--- src/hdl/text_console_cursor_scroll_macros.svh ---
`ifndef TEXT_CONSOLE_CURSOR_SCROLL_MACROS_SVH
`define TEXT_CONSOLE_CURSOR_SCROLL_MACROS_SVH

// Checks that hold on every clock edge outside reset.
`define TCCS_CHECK(label, cond, msg) \
  label: assert property (@(posedge clk) disable iff (rst) (cond)) else $error(msg);

// Same-cycle implication.
`define TCCS_IMPLY(label, ante, cons, msg) \
  label: assert property (@(posedge clk) disable iff (rst) (ante) |-> (cons)) else $error(msg);

`endif

--- src/hdl/tccs_fifo.sv ---
module tccs_fifo #(
  parameter int WIDTH = 8,
  parameter int DEPTH = 2
) (
  input  logic             clk,
  input  logic             rst,
  input  logic             push,
  input  logic [WIDTH-1:0] wdata,
  output logic             full,
  input  logic             pop,
  output logic [WIDTH-1:0] rdata,
  output logic             empty
);

  localparam int AW = $clog2(DEPTH);

  logic [WIDTH-1:0] slots [DEPTH];
  logic [AW:0]      wptr;
  logic [AW:0]      rptr;

  assign empty = (wptr == rptr);
  assign full  = (wptr[AW] != rptr[AW]) && (wptr[AW-1:0] == rptr[AW-1:0]);
  assign rdata = slots[rptr[AW-1:0]];

  always_ff @(posedge clk) begin
    if (rst) begin
      wptr <= '0;
      rptr <= '0;
    end else begin
      if (push && !full) begin
        wptr <= wptr + 1'b1;
      end
      if (pop && !empty) begin
        rptr <= rptr + 1'b1;
      end
    end
  end

  always_ff @(posedge clk) begin
    if (push && !full) begin
      slots[wptr[AW-1:0]] <= wdata;
    end
  end

endmodule

--- config.mk ---
export PLATFORM = sky130hd
export DESIGN_NAME = tccs_fifo
export DESIGN_NICKNAME = d
export VERILOG_FILES = /design/src/hdl/text_console_cursor_scroll_macros.svh /design/src/hdl/tccs_fifo.sv
export SDC_FILE = /design/constraint.sdc
export NUM_CORES = 1
export LEC_CHECK = 0
export ABC_AREA = 1
export BUFFER_PORTS_ARGS = -buffer_cell sky130_fd_sc_hd__clkbuf_2
export CAP_MARGIN = 30
export CORE_MARGIN = 2
export CORE_UTILIZATION = 49
export DETAILED_ROUTE_END_ITERATION = 16
export MAX_ROUTING_LAYER = met4
export PLACE_DENSITY = 0.82
export SYNTH_ARGS = -nofsm -noshare
export SYNTH_HDL_FRONTEND = slang
export SYNTH_SLANG_ARGS = --single-unit
--- constraint.sdc ---
create_clock -name clk -period 1.8 [get_ports clk]
set_input_delay 0.09 -clock clk [delete_from_list [all_inputs] [get_ports clk]]
set_output_delay 0.09 -clock clk [all_outputs]
set_load 0.05 [all_outputs]
### Word level (Yosys, flattened, before mapping)

Memories as Yosys holds them, arrays and structs flattened. A register that Yosys moved wholly into a read port is not among the register bits.
Cells that the tools add are included.

* multiplexer cells: 4
* add/sub/neg operators: 2
* reduce and logical (&&, ||, !) cells: 5
* equality and inequality tests: 3

Operators by type and width (number)
* adder 2 x 1 -> 2 bit, second input constant: 2
* 2-to-1 mux 1 bit: 4
* logical AND 1 bit: 3
* equality test 2 bit: 1
* logical NOT 1 bit: 2
* equality test 1 bit: 1
* != test 1 bit: 1

* memories kept: 1
* word-level logic and storage cells: 17
* output and inout bits: 10
* input port bits: 12
* bits in registers: 4
* RAM bits: 16

Memories
* slots: depth 2, bits a word 8, read ports 1, clocked after Yosys merged registers in 1, wr ports 1, line tccs_fifo.sv:17 `logic [WIDTH-1:0] slots [DEPTH];`

### Longest topological paths before layout

Gate-level depths: netlist of run 1.

* word-level depth: 6
* gate-level depth with buffers: 7
* depth with buffers taken out: 7

### Worst setup path before layout of run 1

OpenSTA, ideal clock, no wires.

* path type: register -> register
* from: register wptr[0]
* to: memory slots[0][0] (enable)
* path buffers: 0
* setup time: 0.370 ns
* stages on the path, launching flop included: 7
* arrival time: 1.058 ns
* slack: 0.372 ns
* period minus slack after synthesis: 1.428 ns
* data required time: 1.430 ns
* cells stage by stage: dfxtp_1 inv_1 nand2_1 nand2_2 nand2_2 nand2_1 nor2_1

* longest elaborated chain between the ends: 6

RTL lines
* start, declared: line tccs_fifo.sv:18 `logic [AW:0] wptr;`
* start signal, assigned: line tccs_fifo.sv:31 `wptr <= wptr + 1'b1;`
* equality test 1 bit: line tccs_fifo.sv:22 `assign full = (wptr[AW] != rptr[AW]) && (wptr[AW-1:0] == rptr[AW-1:0]);`
* logical AND 1 bit: line tccs_fifo.sv:22
* logical NOT 1 bit: line tccs_fifo.sv:40 `if (push && !full) begin`
* logical AND 1 bit: line tccs_fifo.sv:40
* 2-to-1 mux 1 bit: line tccs_fifo.sv:40
* 2-to-1 mux 1 bit (not written as such): line tccs_fifo.sv:41 `slots[wptr[AW-1:0]] <= wdata;`
* end, declared: line tccs_fifo.sv:17

Parallel ways exist; a longest one is shown, timed or not.

==> flow_summary.ini, run 1 <==
[clock_network]
cts_resized = 0
cts_root_buf = clkbuf_4
tritoncts = built
clk_pin_slew_worst_paths_ns = 0.11
htreeDepth = 1
postCtsHoldBufs = 8
cts_buffers = 3
insertion_delay_ns = 0.29
cts_setup_buffers = 0
clk_path_buf_depth = 2
cts_num_sinks = 21

[sta]
hold_viol_final = 0
fmax_ghz = 0.643
rsz0062_at_grt = no
max_slew_margin = 0.761
worstMarginPinSlew_ns = 0.358
finalSetupTns_ns = 0
min_period_ns = 1.56
post-route-period-util = 0.864
hold_ws_ns = 0.0668
fin_worst_skew_ns = 0.00261
setup_viol = 0
slew_viol_final = 0

[power]
power_mw = 1.10
p_sw_frac = 0.328
p_switching_uw = 359
p_int_uw = 737
sequentialPowerShare = 0.535
power_frac_comb = 0.268
peakVddDrop_mv = 0.591
leakagePower_nw = 0.489
power.share.clock = 0.196
power_density_nw_per_um2 = 1010

[floorplanning]
core_area_um2 = 1670
fp.dieW_um = 45.7
io_pins = 22
rows = 15
die_area_um2 = 2090
start_util = 0.509
fp.dieH_um = 45.7

[placement]
dp_cells = 110
gp_congestion = 0.689
numPortBuffers = 21
place_hpwl_um = 946

[synth]
yosysSeqAreaShare = 0.682
synth_top_family_by_area = simple AND/OR/NAND/NOR gates
syn_area_um2 = 851
muxShareOfSynthArea = 0.106
synthSimpleGateAreaFrac = 0.138
synthAdderAreaFrac = 0
synth-seq-cells = 21
ys_types = 10
synth-xor-area-share = 0
synth-compound-area-share = 0.0235
syn-num-nets = 84
syn_inst = 72
syn_avg_cell_area_um2 = 11.8
ys_warn_count = 0

[worst_setup_path]
timing.rr.start = rptr[0]$_SDFFE_PP0P_
worst_setup_path_end_kind = primary output
crit_type = register to primary output
crit_arrival_ns = 1.47
r2r-end = slots[1][2]$_DFFE_PP_
path_max_fanout = 8
cp_data_required_time_ns = 1.71
r2r_cells = 6
crit_path_start_kind = register
ff2ff_setup_slack_ns = 0.45
endpoint = rdata[6]

[finish]
nNetsFinal = 118
final_cell_count_no_fill = 122
final_util = 0.651
multi_input_area_um2 = 228
drive_gt1_frac = 0.362
regArea_um2 = 581
antennaDiodeCount = 0
area_delta_synth_final_pct = 27.8
fill_cells = 125

[routing]
drc = 0
drt-total-wl_mm = 1.41
vias_per_cell = 4.87
drtIter0Drc = 17
first_pass_iters = 4
avgRoutedWirePerCell_um = 11.6
via_count = 594
ant_nets = 0

[outcome]
outcome = complete, no violations

[global_route]
grt_pass1_vias = 546
grt_max_degree = 13
grt_pass1_wl_mm = 2.15
grt.total_usage = 0.157
antenna_found_initial = 0
grt_overflow = 0

[min_path]
hold_path.class = input port to register
hold_depth = 4

[run]
maxCapViolCount = 0
==> cells in the final DEF (no fill, tap or decap), drive strengths merged <==
| master | count |
|---|---|
| a21oi | 4 |
| dlygate4sd3 | 8 |
| mux2 | 8 |
| inv | 10 |
| nor2 | 6 |
| nand2 | 20 |
| edfxtp | 16 |
| dfxtp | 5 |
| nand3 | 2 |
| clkbuf | 24 |
| buf | 1 |
| clkinv | 1 |
==> area by class of cell <==
class / count / area share
clock buffers: 3 / 0.0207
clock inverters: 1 / 0.00460
inverters: 10 / 0.0345
multi-input cells: 40 / 0.209
flip-flops and latches: 21 / 0.534
well taps: 17 / 0.0196
repair buffers: 30 / 0.177
==> routing by layer <==
layer,GRT usage,wire [um],vias to the layer above,share of wire
met5,-,0,-,0
met4,0.106,51,0,0.036
met3,0.0357,75,6,0.053
met2,0.270,725,20,0.51
met1,0.156,559,263,0.40
li1,-,-,305,-
==> power groups by stage <==
stage	clock (mW)	combinational [mW]	sequential (mW)
floorplan	0	0.229	0.586
global placement	0	0.275	0.597
detailed placement	0	0.281	0.599
CTS	0.223	0.296	0.588
global route	0.243	0.317	0.593
finish	0.215	0.294	0.587
==> worst max-delay path, stage by stage (launching register included) <==
cell and delay, ns:
dfxtp_1 0.55, mux2_2 0.39, clkbuf_2 0.24
==> flip-flops by register name, summed over array words and instances, names as in the netlist, named ones only <==
| name | flops |
|---|---|
| slots | 16 |
| wptr | 2 |
| rptr | 2 |
==> cells in the mapped netlist <==
library cell / n / share of area
dfxtp_1: 5 / 0.12
mux2_2: 8 / 0.11
buf_2: 1 / 0.0059
a21oi_1: 4 / 0.024
edfxtp_1: 16 / 0.56
nand3_1: 2 / 0.012
nand2_2: 4 / 0.029
inv_1: 10 / 0.044
nand2_1: 16 / 0.071
nor2_1: 6 / 0.026
==> worst min path at each step <==
stage	slack (ns)	start	end
final	0.07	rst	wptr[1]$_SDFFE_PP0P_
after floorplan	0.19	wdata[0]	slots[0][0]$_DFFE_PP_
after detailed placement	0.28	wdata[4]	slots[0][4]$_DFFE_PP_
after CTS	0.06	rst	wptr[1]$_SDFFE_PP0P_
after global placement	0.29	wdata[4]	slots[0][4]$_DFFE_PP_
after global routing	0.06	pop	register
==> through the flow <==
step / area [um^2] / setup WS, ns
finish: 1090 / 0.244
global route: 1090 / 0.154
CTS: 1090 / 0.216
detailed placement: 980 / 0.440
global placement: 980 / 0.527
floorplan: 851 / 0.372
==> kinds of logic (layout without fill, tap and decap cells) <==
logic type             after synthesis  count (layout)
AOI/OAI and AO/OA                    4               4
buffers and inverters               11              44
DFF                                 21              21
muxes                                8               8
and+or+nand+nor                     28              28
Power figures use the tool's default switching activity.
==> inputs of run 2 (changes only) <==
--- a/config.mk
+++ b/config.mk
@@ -12,7 +12,7 @@
 export CORE_UTILIZATION = 49
 export DETAILED_ROUTE_END_ITERATION = 16
 export MAX_ROUTING_LAYER = met4
-export PLACE_DENSITY = 0.82
+export PLACE_DENSITY = 0.79
 export SYNTH_ARGS = -nofsm -noshare
 export SYNTH_HDL_FRONTEND = slang
 export SYNTH_SLANG_ARGS = --single-unit
==> flow_summary.ini, run 2 (synthesis gave the netlist of run 1 again) <==
[placement]
place_hpwl_mm = 1.01
numPortBuffers = 21
gp_congestion = 0.732

[finish]
regArea_um2 = 581
drive_gt1_frac = 0.352
largest_reg_flops = 16
antennaDiodeCount = 0
final_common_cell = clkbuf_2
final_util = 0.650
nNetsFinal = 118
mostFrequentLayoutCells = clkbuf_2 (21), nand2_1 (16), edfxtp_1 (16), inv_1 (10)
fill_cells = 132
multi_input_area_um2 = 228
area_delta_synth_final_pct = 27.6

[worst_setup_path]
critPathTopFamily = flip-flops
r2r_cells = 7
crit_chain = mux2_2, clkbuf_2
cp_data_required_time_ns = 1.71
timing.rr.start = wptr[1]$_SDFFE_PP0P_
path_max_fanout = 8
crit_arrival_ns = 1.44
ff2ff_setup_slack_ns = 0.44
crit_type = register to primary output
worst_path_largest_cell_delay_ns = 0.53
r2r-end = slots[0][2]$_DFFE_PP_
worst_setup_path_end_kind = primary output
crit_path_start_kind = register
cpMaxStageDelayCell = dfxtp_1
crit_buf_inv = 1

[sta]
rsz0062_at_grt = no
finalSetupTns_ns = 0
fmax_ghz = 0.652
setup_viol = 0
slew_viol_final = 0
fin_worst_skew_ns = 0.00283
max_slew_margin = 0.776
post-route-period-util = 0.853
worstMarginPinSlew_ns = 0.336
min_period_ns = 1.53
hold_viol_final = 0

[routing]
drtIter0Drc = 14
drc = 0
wl_met3_um = 65
drt-met1-wl_um = 559
avgRoutedWirePerCell_um = 11.8
vias_per_cell = 4.90
first_pass_iters = 4
ant_nets = 0
via_count = 598
route.met2.wl_um = 802
drt-total-wl_mm = 1.44
top_layer = met4

[clock_network]
tritoncts = built
insertion_delay_ns = 0.29
cts_resized = 0
cts_setup_buffers = 0
cts_root_buf = clkbuf_4
postCtsHoldBufs = 8
cts_num_sinks = 21
htreeDepth = 1
clk_path_buf_depth = 2
clk_pin_slew_worst_paths_ns = 0.10
cts_buffers = 3

[min_path]
hold_depth = 3
min_to = rptr[0]$_SDFFE_PP0P_
worstHoldStart = pop
hold_path.class = input port to register

[power]
sequentialPowerShare = 0.537
p_sw_frac = 0.322
power_density_nw_per_um2 = 1010
p_switching_uw = 352
power.share.clock = 0.193
peakVddDrop_mv = 0.631
p_int_uw = 741
power_frac_comb = 0.270
leakagePower_nw = 0.486

[global_route]
grt_pass1_wl_mm = 2.25
grt_overflow = 0
antenna_found_initial = 0
grt_max_degree = 12
grt_pass1_vias = 583
grt.total_usage = 0.164

[outcome]
outcome = complete, no violations

[floorplanning]
rows = 15
core_area_um2 = 1670
fp.dieH_um = 45.7
fp.dieW_um = 45.7
start_util = 0.509
die_area_um2 = 2090
io_pins = 22

[run]
maxCapViolCount = 0
[run 2: cell types whose count changed in the layout (fill, tap and decap cells not counted), sizes merged]
cell,delta
clkbuf,+1
clkinv,-1
[run 2: worst max path at each step]
stage,from,end,slack [ns],cells past startpoint
after floorplan,wptr[0]$_SDFFE_PP0P_,slots[0][0]$_DFFE_PP_,0.37,6
after global placement,wptr[1]$_SDFFE_PP0P_,slots[0][2]$_DFFE_PP_,0.51,7
after detailed placement,wptr[0]$_SDFFE_PP0P_,slots[1][2]$_DFFE_PP_,0.45,6
after CTS,register,rdata[4],0.24,2
after global routing,register,rdata[4],0.18,2
final,register,rdata[6],0.27,2
[run 2: power groups by stage]
stage | sequential (mW) | clock [mW] | combinational (mW)
6_report | 0.586 | 0.211 | 0.295
5_1_grt | 0.592 | 0.232 | 0.317
4_1_cts | 0.587 | 0.216 | 0.297
3_5_place_dp | 0.598 | 0 | 0.283
3_3_place_gp | 0.596 | 0 | 0.276
2_1_floorplan | 0.586 | 0 | 0.229
[run 2: stage by stage]
stage | hold WS (ns) | instance area, um^2 | std cells | setup slack (ns) | power (mW)
2_1_floorplan | 0.189 | 851 | 72 | 0.372 | 0.814
3_3_place_gp | 0.285 | 980 | 110 | 0.506 | 0.872
3_5_place_dp | 0.284 | 980 | 110 | 0.454 | 0.881
4_1_cts | 0.0709 | 1090 | 122 | 0.240 | 1.10
5_1_grt | 0.0940 | 1090 | 122 | 0.183 | 1.14
6_report | 0.0733 | 1090 | 122 | 0.265 | 1.09
[run 2: metal layers]
layer / vias up / GRT usage
met4: 0 / 0.0882
met5: - / -
met3: 2 / 0.0357
met2: 19 / 0.304
met1: 275 / 0.153
li1: 302 / -
[run 2: tightest hold or removal path: cells and delay by family]
family	cells	cell delay (ns)
AND/OR/NAND/NOR	1	0.08
buffers and inverters	1	0.09
AO/OA/AOI/OAI	1	0.07
[run 2: layout make-up]
cell class | instances | share of cell area
clock buffer | 4 | 0.0242
multi-input combinational | 40 | 0.210
tap | 17 | 0.0196
sequential | 21 | 0.535
timing repair buffer | 30 | 0.177
inverter | 10 | 0.0346
